## src/hw/rtl/llruq_pkg.sv

```systemverilog
// Shared types and constants of the LLR uniform midpoint quantizer.
package llruq_pkg;

    localparam int SAMPLE_W        = 16;
    localparam int LEVEL_W         = 8;
    localparam int HALF_W          = 8;
    localparam int DEF_SAMPLE_BITS = 16;
    localparam int QUEUE_DEPTH     = 2;

    localparam logic [HALF_W-1:0] HALF_LEVELS_RST = 8'd4;
    localparam logic [HALF_W-1:0] HALF_LEVELS_MIN = 8'd1;
    localparam logic [HALF_W-1:0] HALF_LEVELS_MAX = 8'd128;

    localparam logic OP_SCAN  = 1'b0;
    localparam logic OP_QUANT = 1'b1;

    // One classified request as it waits in the queue.
    typedef struct packed {
        logic                quant;
        logic                restart;
        logic [SAMPLE_W-1:0] sample;
    } t_item;

endpackage

```

## src/hw/rtl/llruq_front.sv

```systemverilog
// Front end: accepts requests, classifies them and queues them for the back end.
module llruq_front (
    input  logic                            i_clk,
    input  logic                            i_rst_n,
    input  logic                            start,
    output logic                            busy,
    input  logic                            i_op,
    input  logic                            i_first_of_block,
    input  logic [llruq_pkg::SAMPLE_W-1:0]  i_sample,
    input  logic                            i_pop,
    output logic                            o_avail,
    output llruq_pkg::t_item                o_item
);
    import llruq_pkg::*;

    localparam int PTR_W = (QUEUE_DEPTH > 1) ? $clog2(QUEUE_DEPTH) : 1;
    localparam int CNT_W = $clog2(QUEUE_DEPTH + 1);

    t_item              r_mem [QUEUE_DEPTH];
    logic [PTR_W-1:0]   r_wr_ptr;
    logic [PTR_W-1:0]   r_rd_ptr;
    logic [CNT_W-1:0]   r_count;
    logic               push;
    logic               pop;
    t_item              item_in;

    assign busy    = (r_count == CNT_W'(QUEUE_DEPTH));
    assign o_avail = (r_count != '0);
    assign push    = start && !busy;
    assign pop     = i_pop && o_avail;
    assign o_item  = r_mem[r_rd_ptr];

    always_comb begin
        item_in.quant   = (i_op == OP_QUANT);
        item_in.restart = i_first_of_block;
        item_in.sample  = i_sample;
    end

    always_ff @(posedge i_clk) begin
        if (push) begin
            r_mem[r_wr_ptr] <= item_in;
        end
    end

    always_ff @(posedge i_clk) begin
        if (!i_rst_n) begin
            r_wr_ptr <= '0;
            r_rd_ptr <= '0;
            r_count  <= '0;
        end else begin
            if (push) begin
                r_wr_ptr <= (r_wr_ptr == PTR_W'(QUEUE_DEPTH - 1)) ? '0 : r_wr_ptr + 1'b1;
            end
            if (pop) begin
                r_rd_ptr <= (r_rd_ptr == PTR_W'(QUEUE_DEPTH - 1)) ? '0 : r_rd_ptr + 1'b1;
            end
            if (push && !pop) begin
                r_count <= r_count + 1'b1;
            end else if (pop && !push) begin
                r_count <= r_count - 1'b1;
            end
        end
    end

endmodule

```

## src/hw/rtl/llruq_div.sv

```systemverilog
// Shared radix-2 restoring divider, one quotient bit per cycle.
module llruq_div #(
    parameter int DW = 17
) (
    input  logic          i_clk,
    input  logic          i_rst_n,
    input  logic          i_start,
    input  logic [DW-1:0] i_dividend,
    input  logic [DW-1:0] i_divisor,
    output logic          o_done,
    output logic [DW-1:0] o_quotient
);
    localparam int CW = $clog2(DW + 1);

    logic [DW:0]   r_rem;
    logic [DW-1:0] r_quo;
    logic [DW-1:0] r_div;
    logic [CW-1:0] r_cnt;
    logic          r_done;
    logic [DW:0]   rem_sh;
    logic          ge;

    assign rem_sh     = {r_rem[DW-1:0], r_quo[DW-1]};
    assign ge         = (rem_sh >= {1'b0, r_div});
    assign o_done     = r_done;
    assign o_quotient = r_quo;

    always_ff @(posedge i_clk) begin
        if (i_start) begin
            r_rem <= '0;
            r_quo <= i_dividend;
            r_div <= i_divisor;
        end else if (r_cnt != '0) begin
            r_rem <= ge ? (rem_sh - {1'b0, r_div}) : rem_sh;
            r_quo <= {r_quo[DW-2:0], ge};
        end
    end

    always_ff @(posedge i_clk) begin
        if (!i_rst_n) begin
            r_cnt  <= '0;
            r_done <= 1'b0;
        end else begin
            r_done <= (r_cnt == CW'(1)) && !i_start;
            if (i_start) begin
                r_cnt <= CW'(DW);
            end else if (r_cnt != '0) begin
                r_cnt <= r_cnt - 1'b1;
            end
        end
    end

endmodule

```

## src/hw/rtl/llruq_back.sv

```systemverilog
// Back end: range tracking, step and level divisions, midpoint and result register.
module llruq_back #(
    parameter int SAMPLE_BITS = llruq_pkg::DEF_SAMPLE_BITS
) (
    input  logic                            i_clk,
    input  logic                            i_rst_n,
    input  logic                            i_avail,
    input  llruq_pkg::t_item                i_item,
    output logic                            o_pop,
    input  logic [llruq_pkg::HALF_W-1:0]    i_half_levels,
    input  logic                            i_cfg_write,
    output logic                            o_strobe,
    output logic [llruq_pkg::SAMPLE_W-1:0]  o_quant_value,
    output logic [llruq_pkg::LEVEL_W-1:0]   o_level_index
);
    import llruq_pkg::*;

    localparam int SB  = SAMPLE_BITS;
    localparam int W   = SB + 1;
    localparam int DW  = (W > LEVEL_W + 1) ? W : LEVEL_W + 1;
    localparam int PW  = W + LEVEL_W;
    localparam int MW  = W + LEVEL_W + 3;
    localparam logic signed [MW-1:0] SAT_HI = MW'((64'sd1 <<< (SB - 1)) - 64'sd1);
    localparam logic signed [MW-1:0] SAT_LO = ~SAT_HI;

    localparam logic [2:0] S_IDLE  = 3'd0;
    localparam logic [2:0] S_STEP  = 3'd1;
    localparam logic [2:0] S_CLASS = 3'd2;
    localparam logic [2:0] S_LVL   = 3'd3;
    localparam logic [2:0] S_MUL   = 3'd4;
    localparam logic [2:0] S_MID   = 3'd5;

    logic [2:0]             r_state, n_state;
    logic signed [SB-1:0]   r_min, n_min;
    logic signed [SB-1:0]   r_max, n_max;
    logic [W-1:0]           r_step, n_step;
    logic                   r_step_valid, n_step_valid;
    logic signed [SB-1:0]   r_x, n_x;
    logic [LEVEL_W-1:0]     r_j, n_j;
    logic [PW-1:0]          r_prod, n_prod;
    logic                   r_strobe, n_strobe;
    logic [SAMPLE_W-1:0]    r_quant, n_quant;
    logic [LEVEL_W-1:0]     r_level, n_level;

    logic signed [SB-1:0]   x_in;
    logic [HALF_W-1:0]      h_eff;
    logic [HALF_W:0]        lc;
    logic [HALF_W:0]        lc_dec;
    logic [LEVEL_W-1:0]     lc_m1;
    logic signed [W-1:0]    min_w, max_w, x_w;
    logic [W-1:0]           abs_min, abs_max, range_sum, d_m1;

    logic                   div_start;
    logic [DW-1:0]          div_dividend;
    logic [DW-1:0]          div_divisor;
    logic                   div_done;
    logic [DW-1:0]          div_quo;

    logic signed [MW-1:0]   min_mw, prod_mw, step_mw, twice_mid, mid_half, mid;
    logic signed [SB-1:0]   sat_s;

    llruq_div #(.DW(DW)) u_div (
        .i_clk      (i_clk),
        .i_rst_n    (i_rst_n),
        .i_start    (div_start),
        .i_dividend (div_dividend),
        .i_divisor  (div_divisor),
        .o_done     (div_done),
        .o_quotient (div_quo)
    );

    assign x_in = i_item.sample[SB-1:0];

    // Level count is twice the clamped half count, 2..256.
    always_comb begin
        priority if (i_half_levels == '0) begin
            h_eff = HALF_LEVELS_MIN;
        end else if (i_half_levels > HALF_LEVELS_MAX) begin
            h_eff = HALF_LEVELS_MAX;
        end else begin
            h_eff = i_half_levels;
        end
        lc     = {h_eff, 1'b0};
        lc_dec = lc - 1'b1;
        lc_m1  = lc_dec[LEVEL_W-1:0];
    end

    always_comb begin
        min_w     = W'(r_min);
        max_w     = W'(r_max);
        x_w       = W'(r_x);
        abs_min   = min_w[W-1] ? W'(-min_w) : min_w;
        abs_max   = max_w[W-1] ? W'(-max_w) : max_w;
        range_sum = abs_min + abs_max;
        d_m1      = x_w - min_w - W'(1);
    end

    // Twice the midpoint is exact; halving truncates toward zero, then saturate.
    always_comb begin
        min_mw    = MW'(r_min);
        prod_mw   = MW'(r_prod);
        step_mw   = MW'(r_step);
        twice_mid = (min_mw <<< 1) + (prod_mw <<< 1) + step_mw;
        mid_half  = twice_mid >>> 1;
        if (twice_mid[MW-1] && twice_mid[0]) begin
            mid = mid_half + MW'(1);
        end else begin
            mid = mid_half;
        end
        priority if (mid > SAT_HI) begin
            sat_s = SAT_HI[SB-1:0];
        end else if (mid < SAT_LO) begin
            sat_s = SAT_LO[SB-1:0];
        end else begin
            sat_s = mid[SB-1:0];
        end
    end

    always_comb begin
        n_state      = r_state;
        n_min        = r_min;
        n_max        = r_max;
        n_step       = r_step;
        n_step_valid = r_step_valid;
        n_x          = r_x;
        n_j          = r_j;
        n_prod       = r_prod;
        n_strobe     = 1'b0;
        n_quant      = r_quant;
        n_level      = r_level;
        o_pop        = 1'b0;
        div_start    = 1'b0;
        div_dividend = DW'(range_sum);
        div_divisor  = DW'(lc);

        unique case (r_state)
            S_IDLE: begin
                if (i_avail) begin
                    o_pop = 1'b1;
                    if (!i_item.quant) begin
                        if (i_item.restart) begin
                            n_min = x_in;
                            n_max = x_in;
                        end else begin
                            if (x_in < r_min) begin
                                n_min = x_in;
                            end
                            if (x_in > r_max) begin
                                n_max = x_in;
                            end
                        end
                        n_step_valid = 1'b0;
                    end else begin
                        n_x = x_in;
                        if (!r_step_valid) begin
                            div_start = 1'b1;
                            n_state   = S_STEP;
                        end else begin
                            n_state = S_CLASS;
                        end
                    end
                end
            end
            S_STEP: begin
                if (div_done) begin
                    n_step       = div_quo[W-1:0];
                    n_step_valid = 1'b1;
                    n_state      = S_CLASS;
                end
            end
            S_CLASS: begin
                if (r_x <= r_min) begin
                    n_j     = '0;
                    n_state = S_MUL;
                end else if (r_step == '0) begin
                    n_j     = lc_m1;
                    n_state = S_MUL;
                end else begin
                    div_start    = 1'b1;
                    div_dividend = DW'(d_m1);
                    div_divisor  = DW'(r_step);
                    n_state      = S_LVL;
                end
            end
            S_LVL: begin
                if (div_done) begin
                    n_j     = (div_quo > DW'(lc_m1)) ? lc_m1 : div_quo[LEVEL_W-1:0];
                    n_state = S_MUL;
                end
            end
            S_MUL: begin
                n_prod  = PW'(r_j) * PW'(r_step);
                n_state = S_MID;
            end
            S_MID: begin
                n_quant  = SAMPLE_W'(sat_s);
                n_level  = r_j;
                n_strobe = 1'b1;
                n_state  = S_IDLE;
            end
            default: begin
                n_state = S_IDLE;
            end
        endcase

        if (i_cfg_write) begin
            n_step_valid = 1'b0;
        end
    end

    always_ff @(posedge i_clk) begin
        r_x     <= n_x;
        r_j     <= n_j;
        r_prod  <= n_prod;
        r_quant <= n_quant;
        r_level <= n_level;
    end

    always_ff @(posedge i_clk) begin
        if (!i_rst_n) begin
            r_state      <= S_IDLE;
            r_min        <= '0;
            r_max        <= '0;
            r_step       <= '0;
            r_step_valid <= 1'b0;
            r_strobe     <= 1'b0;
        end else begin
            r_state      <= n_state;
            r_min        <= n_min;
            r_max        <= n_max;
            r_step       <= n_step;
            r_step_valid <= n_step_valid;
            r_strobe     <= n_strobe;
        end
    end

    assign o_strobe      = r_strobe;
    assign o_quant_value = r_quant;
    assign o_level_index = r_level;

endmodule

```

## src/hw/rtl/llr_uniform_midpoint_quantizer.sv

```systemverilog
// Top level of the LLR uniform midpoint quantizer: queue front end, divider back end.
// A scan request is handled once at the head of the queue and gives no result. A quantize
// request goes through the step division (only when the step must be recomputed), the
// level division (skipped when the sample is at or below the minimum or the step is zero),
// one multiply and the midpoint stage; DW = max(SAMPLE_BITS+1, 9) is the radix-2 divider's
// bit count. Results appear for one cycle on o_strobe and cannot be stalled. Synchronous
// reset empties the queue, clears range and step state and sets half_levels to 4.
module llr_uniform_midpoint_quantizer #(
    parameter int SAMPLE_BITS = llruq_pkg::DEF_SAMPLE_BITS
) (
    input  logic                            i_clk,
    input  logic                            i_rst_n,
    input  logic                            start,
    output logic                            busy,
    input  logic                            i_op,
    input  logic                            i_first_of_block,
    input  logic [llruq_pkg::SAMPLE_W-1:0]  i_sample,
    input  logic                            i_cfg_valid,
    output logic                            o_cfg_ready,
    input  logic [llruq_pkg::HALF_W-1:0]    i_cfg_data,
    output logic                            o_strobe,
    output logic [llruq_pkg::SAMPLE_W-1:0]  o_quant_value,
    output logic [llruq_pkg::LEVEL_W-1:0]   o_level_index
);
    import llruq_pkg::*;

    // The half-level register. The user makes writes only while the block is idle; the block
    // does not enforce that. The port is always ready; a write also forces a step recompute.
    logic [HALF_W-1:0] r_half_levels;
    logic              cfg_write;

    // Queue handoff between the front end and the back end.
    logic  q_avail;
    logic  q_pop;
    t_item q_item;

    assign o_cfg_ready = 1'b1;
    assign cfg_write   = i_cfg_valid && o_cfg_ready;

    always_ff @(posedge i_clk) begin
        if (!i_rst_n) begin
            r_half_levels <= HALF_LEVELS_RST;
        end else if (cfg_write) begin
            r_half_levels <= i_cfg_data;
        end
    end

    // The front end takes a request whenever the queue has room; busy only means
    // the queue is full, so requests keep flowing while the back end divides.
    llruq_front u_front (
        .i_clk            (i_clk),
        .i_rst_n          (i_rst_n),
        .start            (start),
        .busy             (busy),
        .i_op             (i_op),
        .i_first_of_block (i_first_of_block),
        .i_sample         (i_sample),
        .i_pop            (q_pop),
        .o_avail          (q_avail),
        .o_item           (q_item)
    );

    // The back end works through the queue in order: scans update the range; quantize requests
    // go through the step division (when stale), the level division (for a sample above the
    // minimum and a nonzero step), one multiply and the midpoint stage into the result register.
    llruq_back #(.SAMPLE_BITS(SAMPLE_BITS)) u_back (
        .i_clk         (i_clk),
        .i_rst_n       (i_rst_n),
        .i_avail       (q_avail),
        .i_item        (q_item),
        .o_pop         (q_pop),
        .i_half_levels (r_half_levels),
        .i_cfg_write   (cfg_write),
        .o_strobe      (o_strobe),
        .o_quant_value (o_quant_value),
        .o_level_index (o_level_index)
    );

endmodule

```

## config.mk

```make
export PLATFORM = sky130hd
export DESIGN_NAME = llr_uniform_midpoint_quantizer
export DESIGN_NICKNAME = d
export VERILOG_FILES = /design/src/hw/rtl/llruq_pkg.sv /design/src/hw/rtl/llruq_front.sv /design/src/hw/rtl/llruq_div.sv /design/src/hw/rtl/llruq_back.sv /design/src/hw/rtl/llr_uniform_midpoint_quantizer.sv
export SDC_FILE = /design/constraint.sdc
export NUM_CORES = 1
export LEC_CHECK = 0
export ABC_AREA = 1
export BUFFER_PORTS_ARGS = -buffer_cell sky130_fd_sc_hd__buf_2
export CORE_MARGIN = 2
export CORE_UTILIZATION = 65
export DETAILED_ROUTE_END_ITERATION = 8
export PLACE_DENSITY = 0.83
export RECOVER_POWER = 25
export SLEW_MARGIN = 30
export SYNTH_ARGS = -nofsm -noshare
export SYNTH_HDL_FRONTEND = slang
export SYNTH_SLANG_ARGS = --single-unit
export TNS_END_PERCENT = 1
```

## constraint.sdc

```tcl
create_clock -name i_clk -period 6.6 [get_ports i_clk]
set_clock_uncertainty 0.2 [all_clocks]
set_input_delay 0.33 -clock i_clk [delete_from_list [all_inputs] [get_ports i_clk]]
set_output_delay 0.33 -clock i_clk [all_outputs]
set_load 0.05 [all_outputs]
```

Word-level counts from Yosys, hierarchy flattened
Memories as Yosys holds them, arrays and structs flattened. A register that Yosys moved wholly into a read port is not among the register bits.
Cells that the tools add are included.
{"block": "totals", "output_inout_bits": 27, "ff_bits": 196, "elab_cells": 149, "ramBits": 36, "input_bits": 30, "mem_count": 1}
{"name": "u_front.r_mem", "words": 2, "word_bits": 18, "read_ports": 1, "rd_clocked_by_memory_dff": 1, "write_ports": 1, "line_no": "llruq_front.sv:19", "text": "t_item r_mem [QUEUE_DEPTH];"}
{"block": "op_classes", "n_lt_le_gt_ge": 8, "add_sub_neg": 15, "eq_ne": 13, "n_mul": 1, "n_mux": 55, "reduce_logical": 31, "bitwise_logic": 3}
{"cell": "two-way mux 17 bit", "count": 8}
{"cell": "two-way mux 16 bit", "count": 5}
{"cell": "two-way mux 8 bit", "count": 6}
{"cell": "negation 16 -> 17 bit", "count": 2}
{"cell": "adder 17 x 27 -> 28 bit", "count": 1}
{"cell": "adder 27 x 2 -> 28 bit, second input constant", "count": 1}
{"cell": "adder 28 x 18 -> 28 bit", "count": 1}
{"cell": "> comparator 28 x 16 -> 1 bit, second input constant", "count": 1}
{"cell": "< comparator 28 x 16 -> 1 bit, second input constant", "count": 1}
{"cell": "two-way mux 28 bit", "count": 1}
{"cell": "two-way mux 9 bit", "count": 3}
{"cell": "multiplier 8 x 17 -> 25 bit", "count": 1}
{"cell": "greater-or-equal comparator 18 x 17 -> 1 bit", "count": 1}
{"cell": "two-way mux 3 bit", "count": 6}
{"cell": "adder 17 bit", "count": 1}
{"cell": "> comparator 17 x 8 -> 1 bit", "count": 1}
{"cell": "zero test 17 bit", "count": 1}
{"cell": "two-way mux 1 bit", "count": 17}
{"cell": "subtractor 16 x 16 -> 17 bit", "count": 1}
{"cell": "subtractor 17 bit", "count": 1}
{"cell": "subtractor 17 x 2 -> 17 bit, second input constant", "count": 1}
{"cell": "> comparator 16 bit", "count": 1}
{"cell": "less-or-equal comparator 16 bit", "count": 1}
{"cell": "< comparator 16 bit", "count": 1}
{"cell": "other kinds (31)", "count": 62}

Logic depth before layout (Yosys ltp)
Gate-level depths: netlist (run 1).
{"block": "depth", "ltp_word": 8, "mapped_depth": 28, "mapped_depth_nobuf": 27}

By module
From an unflattened synthesis (run 1), not the netlist that was laid out.
{"block": "hier_totals", "cells_unflattened": 2756, "area_unflattened_um2": 20978.9}
{"mod": "llruq_back", "area_each_um2": 15441.1, "cells_each": 2143, "n_inst": 1, "seq_area_each_um2": 3273.1}
{"mod": "llruq_div", "area_each_um2": 3588.4, "cells_each": 468, "n_inst": 1, "seq_area_each_um2": 1481.4}
{"mod": "llruq_front", "area_each_um2": 1597.8, "cells_each": 93, "n_inst": 1, "seq_area_each_um2": 1181.1}
{"mod": "llr_uniform_midpoint_quantizer", "area_each_um2": 351.6, "cells_each": 52, "n_inst": 1, "seq_area_each_um2": 160.2}

Worst setup path after synthesis (run 1)
OpenSTA, ideal clock, no wires.
{"block": "synth_path", "path_kind": "register -> register", "start": "register u_back.r_j[4]", "end": "register u_back.r_prod[23] (data pin)", "path_stages_with_launch": 23, "arrival_ps": 4436, "setup_ps": 258, "period_less_slack_ps": 4893, "setup_slack_ps": 1707, "path_buffers": 2, "cell_sequence": "edfxtp_1 clkbuf_1 clkbuf_1 nand2_1 fa_1 fa_1 inv_1 fa_1 fa_1 ha_1 a21o_1 nand2_1 nand2_1 nand3_1 o21bai_1 nand3_1 nand2_1 nand2_1 nand2_1 nand2_1 nand2_1 a21oi_1 xnor2_1"}
{"block": "synth_via", "elab_chain_cells": 1}
{"element": "start, declared", "line_no": "llruq_back.sv:39", "text": "logic [LEVEL_W-1:0] r_j, n_j;"}
{"element": "start signal, assigned", "line_no": "llruq_back.sv:213", "text": "r_j <= n_j;"}
{"element": "multiplier 8 x 17 -> 25 bit", "line_no": "llruq_back.sv:192", "text": "n_prod = PW'(r_j) * PW'(r_step);"}
{"element": "end signal, assigned", "line_no": "llruq_back.sv:214", "text": "r_prod <= n_prod;"}
{"element": "end, declared", "line_no": "llruq_back.sv:40", "text": "logic [PW-1:0] r_prod, n_prod;"}
No other way between the ends.
A chain may end at the register's enable or synchronous reset.

Final worst setup path (run 1)
{"block": "layout_path", "start": "register u_back.r_j[4]", "end": "register u_back.r_prod[21] (data pin)"}
The elaborated chain is that of the path after synthesis.

==> results of run 1 <==
==> sequential cells by signal, indices dropped and copies added, names as in the netlist, named ones only <==
name	cells
r_half_levels	8
u_back.o_level_index	8
u_back.o_quant_value	16
u_back.o_strobe	1
u_back.r_j	8
u_back.r_max	16
u_back.r_min	16
u_back.r_prod	25
u_back.r_state	3
u_back.r_step	17
u_back.r_step_valid	1
u_back.r_x	16
u_back.u_div.o_done	1
u_back.u_div.o_quotient	17
u_back.u_div.r_cnt	5
u_back.u_div.r_div	17
u_back.u_div.r_rem	17
u_front.r_count	2
u_front.r_mem	36
u_front.r_rd_ptr	1
u_front.r_wr_ptr	1
==> cells in the final DEF (no fill, tap or decap), types with 90 or more instances in the layout <==
master / count
sky130_fd_sc_hd__inv_1: 441
sky130_fd_sc_hd__nand3_1: 129
sky130_fd_sc_hd__nor2_1: 160
sky130_fd_sc_hd__fa_1: 110
sky130_fd_sc_hd__edfxtp_1: 143
sky130_fd_sc_hd__ha_1: 175
sky130_fd_sc_hd__dfxtp_1: 90
sky130_fd_sc_hd__a21oi_1: 175
sky130_fd_sc_hd__nand2_1: 659
sky130_fd_sc_hd__o21ai_0: 135
==> logic make-up after synthesis <==
| logic type | count (synthesis) |
|---|---|
| AND/OR/NAND/NOR | 1082 |
| buffers and inverters | 535 |
| AO/OA/AOI/OAI | 385 |
| adder cells (fa/ha/maj) | 285 |
| flip-flops | 233 |
| XOR/XNOR | 104 |
| multiplexers | 17 |
| other | 1 |
==> how the worst min path moves through the flow <==
stage,from,end
2_1_floorplan,i_cfg_valid,u_back.r_step_valid
3_3_place_gp,u_front.r_rd_ptr,flop
3_5_place_dp,u_front.r_rd_ptr,u_front.r_rd_ptr
4_1_cts,start,u_front.r_wr_ptr
5_1_grt,start,u_front.r_wr_ptr
6_report,start,u_front.r_wr_ptr
==> critical path: stages (launching register included) <==
cell and delay (ps):
sky130_fd_sc_hd__edfxtp_1 670, sky130_fd_sc_hd__nand2_1 160, sky130_fd_sc_hd__inv_1 70, sky130_fd_sc_hd__fa_1 440, sky130_fd_sc_hd__fa_1 560, sky130_fd_sc_hd__inv_1 50, sky130_fd_sc_hd__fa_1 460, sky130_fd_sc_hd__fa_1 550
sky130_fd_sc_hd__inv_1 50, sky130_fd_sc_hd__ha_1 370, sky130_fd_sc_hd__nand3b_1 100, sky130_fd_sc_hd__nand2_1 110, sky130_fd_sc_hd__a21o_1 110, sky130_fd_sc_hd__nand2_1 50, sky130_fd_sc_hd__nand2_1 100, sky130_fd_sc_hd__nand3_1 110
sky130_fd_sc_hd__o21bai_1 260, sky130_fd_sc_hd__nand3_1 120, sky130_fd_sc_hd__nand2_1 120, sky130_fd_sc_hd__nand2_1 70, sky130_fd_sc_hd__nand2_1 90, sky130_fd_sc_hd__nand2_1 60, sky130_fd_sc_hd__nand2_1 120, sky130_fd_sc_hd__nand3_1 90
sky130_fd_sc_hd__nand2_1 80, sky130_fd_sc_hd__xor2_1 60
==> routing by layer <==
| layer | part of all wire (%) | wire length (microns) | track usage [%] |
|---|---|---|---|
| met1 | 42 | 23300 | 48.3 |
| met3 | 9.8 | 5420 | 5.28 |
| met4 | 3.4 | 1860 | 10.3 |
| met5 | 0 | 0 | 0 |
| met2 | 45 | 24700 | 53.8 |
==> area by class of cell <==
cell class	count	area share, %
Inverter	460	7.85
Clock buffer	37	3.43
Sequential cell	233	27.7
Clock inverter	10	0.404
Tap cell	396	2.25
Timing Repair Buffer	96	2.87
Multi-Input combinational cell	1874	55.5
==> per-stage QoR <==
| step | power [uW] | cells |
|---|---|---|
| CTS | 8710 | 3106 |
| floorplan | 5990 | 2642 |
| finish | 8840 | 3106 |
| global route | 9550 | 3106 |
| detailed placement | 7230 | 3030 |
| global placement | 7060 | 3030 |
==> power by group through the flow <==
stage | Sequential (uW) | Combinational, uW | Clock [uW]
final | 2410 | 4990 | 1440
after global placement | 2400 | 4660 | 0
after CTS | 2390 | 4870 | 1450
after detailed placement | 2410 | 4810 | 0
after global routing | 2440 | 5600 | 1510
after floorplan | 2220 | 3770 | 0
==> repair_timing <==
| item | in CTS | in global routing |
|---|---|---|
| setup endpoints to repair | 0 | 0 |
| hold buffers | 29 | 0 |
| resized for setup | 0 | 0 |
| endpoints found under the hold margin | 45 | 0 |
| buffers inserted | 0 | 0 |
==> impl_results.md, run 1 <==
* Most used flip-flop cell after synthesis: sky130_fd_sc_hd__edfxtp_1
* Antenna violations before repair at 0
* Syn-to-layout area delta at 8.20%
* Worst-case register-to-register setup slack at between 1000 and 1500 ps
* Area after DPL at 20900 sq um
* Yosys top cell area share at 21.1%
* Final weighted congestion in routability-driven placement at around 0.95
* Setup slack at placement at 1230 ps
* Depth of the worst register-to-register path at 25
* Mean number of vias per cell at 5.80
* Endpoint class of the critical path: flop
* Reg-to-reg critical path startpoint: u_back.r_j[4]
* Pin count of the biggest net entering global routing at 54
* Insertion delay of the later-clocked pin in the worst-skew pair at 550 ps
* Vias in the first global route at 17377
* Most frequent cell after synthesis: sky130_fd_sc_hd__nand2_1
* Deepest level of the CTS H-tree at 1
* Setup-failing EPs final at 0
* Combinational family with the most area after synthesis: simple AND/OR/NAND/NOR gates
* CTS root buffer: sky130_fd_sc_hd__clkbuf_16
* Post-DR wirelength/cell at 17.8 microns
* I/O pin total at 57
* Setup repair after global routing missed its margin: no
* Worst setup margin at roughly 1100 ps
* Slew at the pin closest to its max-slew limit at 1070 ps
* Drt first-iter violations at 1696
* Total of max-cap violations at 0
* Core region area at between 30000 and 40000 sq um
* Chip Height at between 150 and 200 microns
* Routed vias at 18030
* Clock Sink Count at 233
* Total Routing Usage GR at 34.0%
* Reported net switching power at 4270 uW
* Register bit count reported by yosys at about 230
* Largest driver fanout on the critical path at 18
* Cells on Worst Hold Path at 5
* Combined area of the multi-input logic cells at 12200 sq um
* Worst hold path class: primary input to flop
* Compound-Gate Fraction of Synth Area at 10.4%
* Clock transition at path regs at approximately 60 ps
* First-pass GRT wire length at 89500 microns
* Fraction of the core area covered by cells at the end of the flow at 71.7%
* Capturing instance or port of the critical path: u_back.r_prod[21]
* Cell variety after synth at 54
* Simple logic cell fraction of the synthesized area at 22.6%
* Number of antenna cells inserted at 0
* Area share of xor/xnor cells in the synthesized design at about 4.5%
* Post-detailed-routing wire length at 55300 microns
* Layout cell share with drive strength beyond 1 at about 6.0%
* Detailed placer's ending HPWL at 42600 microns
* Arrival time worst endpoint at 5590 ps
* Leakage power of the design at 0.0110 uW
* Max Buffers Root-to-Sink at 3
* Number of standard cells after synthesis at ~2600
* Portion of total power attributed to sequential cells at 27.2%
* Congestion Overflow GR at 0
* Die footprint at ~33000 sq um
* Cell area after layout at about 22000 sq um
* Clock period minus final worst setup slack at 5500 ps
* DRT Pass-1 Iters at 6
* Status: finished clean
* Input/output buffers at 55
* Net count of the mapped netlist at 2957
* Hold slack at 123 ps
* Setup TNS at 0 ps
* Top cells by area in the synthesized netlist: sky130_fd_sc_hd__edfxtp_1 (21%), sky130_fd_sc_hd__nand2_1 (12%), sky130_fd_sc_hd__fa_1 (11%)
* Placement row count at 64
* Cell internal power dissipation at 4570 uW
* Period utilisation layout at 83.3%
* Ranking of synthesized cells by instance count: sky130_fd_sc_hd__nand2_1 (661), sky130_fd_sc_hd__inv_1 (441), sky130_fd_sc_hd__a21oi_1 (175), sky130_fd_sc_hd__ha_1 (175), sky130_fd_sc_hd__nor2_1 (161)
* Dominant cell type by area after synthesis: sky130_fd_sc_hd__edfxtp_1
* Final Hold Viols at 0
* Logic pwr share at 56.4%
* Async SR Flop Fraction at 0%
* Pins Over Slew Limit at 0
* YS warnings at 0
* Post-synthesis area per instance at around 7.7 sq um
* Endpoint of the most critical register-to-register path: u_back.r_prod[21]
* Clock share of power at 16.3%
* Number of flops mapped to enable cells by yosys at 143
* Crit start category: flop
* Number of buffers created by CTS at 26
* CTS tree: yes
* # fillers at roughly 2400
* Net count, final at 3006
* Die outline width at 181 microns
* # DRC at 0
* Sequential element share of the synthesized area at 30.0%
* Worst Setup SP: u_back.r_j[4]
* Post-synthesis cell area at 20300 sq um
* Peak Freq at 182 MHz
* Critical path class: flop to flop
* Maximum vdd drop at 338 uV
* Crit path required time at 6690 ps
* Initial core utilization at 66.3%
* Antenna Violating Nets Remaining at 0
* Power density of the placed cells at around 400 nW/um^2
* Net Sw Frac at roughly half
* Share of synthesized area spent on multiplexers at less than 1%
* Slew Limit Headroom at 28.3%
* FF/Latch Area at 6100 sq um
* Adder and majority cell fraction of the synthesized area at 21.6%
Power figures use the tool's default switching activity.
==> inputs of run 2 (changes only) <==
--- a/config.mk
+++ b/config.mk
@@ -8,9 +8,9 @@
 export ABC_AREA = 1
 export BUFFER_PORTS_ARGS = -buffer_cell sky130_fd_sc_hd__buf_2
 export CORE_MARGIN = 2
-export CORE_UTILIZATION = 65
+export CORE_UTILIZATION = 58
 export DETAILED_ROUTE_END_ITERATION = 8
-export PLACE_DENSITY = 0.83
+export PLACE_DENSITY = 0.78
 export RECOVER_POWER = 25
 export SLEW_MARGIN = 30
 export SYNTH_ARGS = -nofsm -noshare
==> constraint.sdc (replaced) <==
create_clock -name i_clk -period 4.95 [get_ports i_clk]
set_clock_uncertainty 0.2 [all_clocks]
set_input_delay 0.2475 -clock i_clk [delete_from_list [all_inputs] [get_ports i_clk]]
set_output_delay 0.2475 -clock i_clk [all_outputs]
set_load 0.05 [all_outputs]
==> run 2 against run 1 <==
Total power increased by 36%. Clock power increased by 45%. Setup slack got worse by 970 ps. Sequential power increased by 29%. Via count decreased by 0.43%. The flow now finishes with violations (capacitance limit, slew limit). Non-clock buffer count increased by 59.
==> impl_results.md, run 2 (synthesis results as in run 1) <==
* Status: finished, violations left
* Violated checks: capacitance limit, slew limit
* Period utilisation layout at 97.3% (+14 points)
* Highest-count cells in the layout ignoring fill and taps: sky130_fd_sc_hd__nand2_1 (654), sky130_fd_sc_hd__inv_1 (441), sky130_fd_sc_hd__a21oi_1 (174), sky130_fd_sc_hd__ha_1 (168), sky130_fd_sc_hd__nor2_1 (158)
* Layout cell share with drive strength beyond 1 at 8.30% (+2.3 points)
* Maximum vdd drop at 645 uV (+91%)
* Drt first-iter violations at 1420 (-16%)
* Slew at the pin closest to its max-slew limit at 2160 ps (+1090 ps)
* Critical path class: flop to flop
* Largest register FFs at 36 (unchanged)
* Setup repair after global routing missed its margin: yes
* Cells on Worst Hold Path at 5 (unchanged)
* DRT Pass-1 Iters at 6 (unchanged)
* Die footprint at 36600 sq um (+12%)
* First-pass GRT wire length at 88600 microns (-0.95%)
* Crit path required time at 5040 ps (-1650 ps)
* Clock period minus final worst setup slack at 4820 ps (-680 ps)
* Leading cell type in the layout, fill and taps excluded: sky130_fd_sc_hd__nand2_1
* Setup slack at placement at -3.08 ps (-1230 ps)
* Endpoint class of the critical path: flop
* Antenna Violating Nets Remaining at 0 (unchanged)
* Worst hold path class: primary input to flop
* Clock Sink Count at 233 (unchanged)
* Number of antenna cells inserted at 0 (unchanged)
* Deepest level of the CTS H-tree at 1 (unchanged)
* I/O pin total at 57 (unchanged)
* Input/output buffers at 55 (unchanged)
* Largest driver fanout on the critical path at 10 (-8)
* # DRC at 0 (unchanged)
* Leakage power of the design at 0.0113 uW (+2.7%)
* Crit start category: flop
* Final weighted congestion in routability-driven placement at 0.979 (+2.7%)
* Final Hold Viols at 0 (unchanged)
* Antenna violations before repair at 0 (unchanged)
* Net count, final at 3066 (+2.0%)
* Setup TNS at 0 ps (unchanged)
* Post-detailed-routing wire length at 55400 microns (+0.16%)
* Initial core utilization at 58.9% (-7.4 points)
* Core region area at 34500 sq um (+13%)
* Peak Freq at 208 MHz (+14%)
* Congestion Overflow GR at 0 (unchanged)
* Post-DR wirelength/cell at 17.2 microns (-3.6%)
* Mean number of vias per cell at 5.57 (-4.1%)
* Total of max-cap violations at 2 (+2)
* Insertion delay of the later-clocked pin in the worst-skew pair at 550 ps (about the same)
* Die outline width at 191 microns (+5.7%)
* Chip Height at 191 microns (+5.7%)
* Pin count of the biggest net entering global routing at 54 (unchanged)
* Max Buffers Root-to-Sink at 3 (unchanged)
* Clock transition at path regs at 60 ps (about the same)
* Placement row count at 68 (+6.3%)
* CTS tree: yes
* Depth of the worst register-to-register path at 17 (-32%)
* Vias in the first global route at 17510 (+0.77%)
* Pins Over Slew Limit at 76 (+76)
* Setup-failing EPs final at 0 (unchanged)
* Arrival time worst endpoint at 4910 ps (-680 ps)
* Detailed placer's ending HPWL at 43200 microns (+1.4%)
* Total Routing Usage GR at 30.8% (-3.2 points)
* Slew Limit Headroom at -44.1% (-72 points)
* Register name with the most flops: u_front.r_mem
* Worst setup margin at 132 ps (-970 ps)
* Power density of the placed cells at 527 nW/um^2 (+31%)
* CTS root buffer: sky130_fd_sc_hd__clkbuf_16
* Routed vias at 17953 (-0.43%)
* Syn-to-layout area delta at 12.0%
* # fillers at 2929 (+21%)
* Biggest registers after layout: u_front.r_mem: 36 flops, u_back.r_prod: 25 flops
* Number of buffers created by CTS at 27 (+3.8%)
## run 2: cell count changes in the layout (fill, tap and decap cells not counted), sizes merged
cell and change:
inv +3, clkbuf +23, dlygate4sd3 +7, buf +31, clkinv -3
## run 2: worst max-delay path: stages, from the launching register on
cell and delay [ps]:
sky130_fd_sc_hd__edfxtp_1 390, sky130_fd_sc_hd__buf_4 200, sky130_fd_sc_hd__buf_4 170, sky130_fd_sc_hd__nand2_1 60, sky130_fd_sc_hd__inv_1 60, sky130_fd_sc_hd__fa_1 570
sky130_fd_sc_hd__fa_1 450, sky130_fd_sc_hd__fa_1 520, sky130_fd_sc_hd__fa_1 490, sky130_fd_sc_hd__ha_1 350, sky130_fd_sc_hd__nand2_1 180, sky130_fd_sc_hd__nor2_4 80
sky130_fd_sc_hd__nand2_1 80, sky130_fd_sc_hd__o211ai_1 130, sky130_fd_sc_hd__a31oi_2 270, sky130_fd_sc_hd__o21ai_2 110, sky130_fd_sc_hd__buf_4 140, sky130_fd_sc_hd__xor2_1 130
## run 2: power by group
| part | switching, uW | internal [uW] | leakage, uW |
|---|---|---|---|
| clock network | 846 | 1240 | 0.000463 |
| logic | 4410 | 2380 | 0.00878 |
| registers | 441 | 2680 | 0.00208 |
| total | 5690 | 6300 | 0.0113 |
## run 2: final cells by class
type / instances / area (sq um) / area share [%]
tap: 455 / 569 / 2.50
sequential: 233 / 6100 / 26.8
clock inverter: 10 / 97.6 / 0.429
multi-input combinational: 1874 / 12300 / 54.2
timing repair buffer: 155 / 1080 / 4.75
clock buffer: 39 / 843 / 3.70
inverter: 460 / 1730 / 7.59
## run 2: stage by stage
step | cells | power, uW | cell area [sq um] | util (%) | hold slack (ps)
after CTS | 3219 | 11800 | 22600 | 65.4 | 32.0
final | 3226 | 12000 | 22800 | 65.9 | 38.1
after global placement | 3133 | 9510 | 21300 | 61.6 | 237
after floorplan | 2642 | 7990 | 20300 | - | 127
after detailed placement | 3133 | 9690 | 21300 | 61.6 | 239
after global routing | 3226 | 13000 | 22800 | 65.9 | 141
## run 2: repair_timing
item,CTS,global route
buffers inserted,1,7
endpoints found under the setup margin,2,24
hold endpoints to repair,45,0
resized for setup,1,37
hold buffers,36,0
cloned,0,0
pin swaps,1,11
## run 2: metal layers
metal,GRT usage [%],part of all wire (%),vias up
met5,0,0,-
met4,12.2,4.2,0
met3,6.70,8.6,127
met2,49.8,45,649
met1,40.3,42,8461
li1,-,-,8716
## run 2: final timing paths
kind	from	end	slack [ps]
setup / recovery	u_back.r_j[4]	u_back.r_prod[18]	130
setup reg to reg	u_back.r_j[4]	u_back.r_prod[18]	130
hold reg to reg	u_front.r_rd_ptr	u_front.r_rd_ptr	270
hold / removal	start	u_front.r_wr_ptr	40
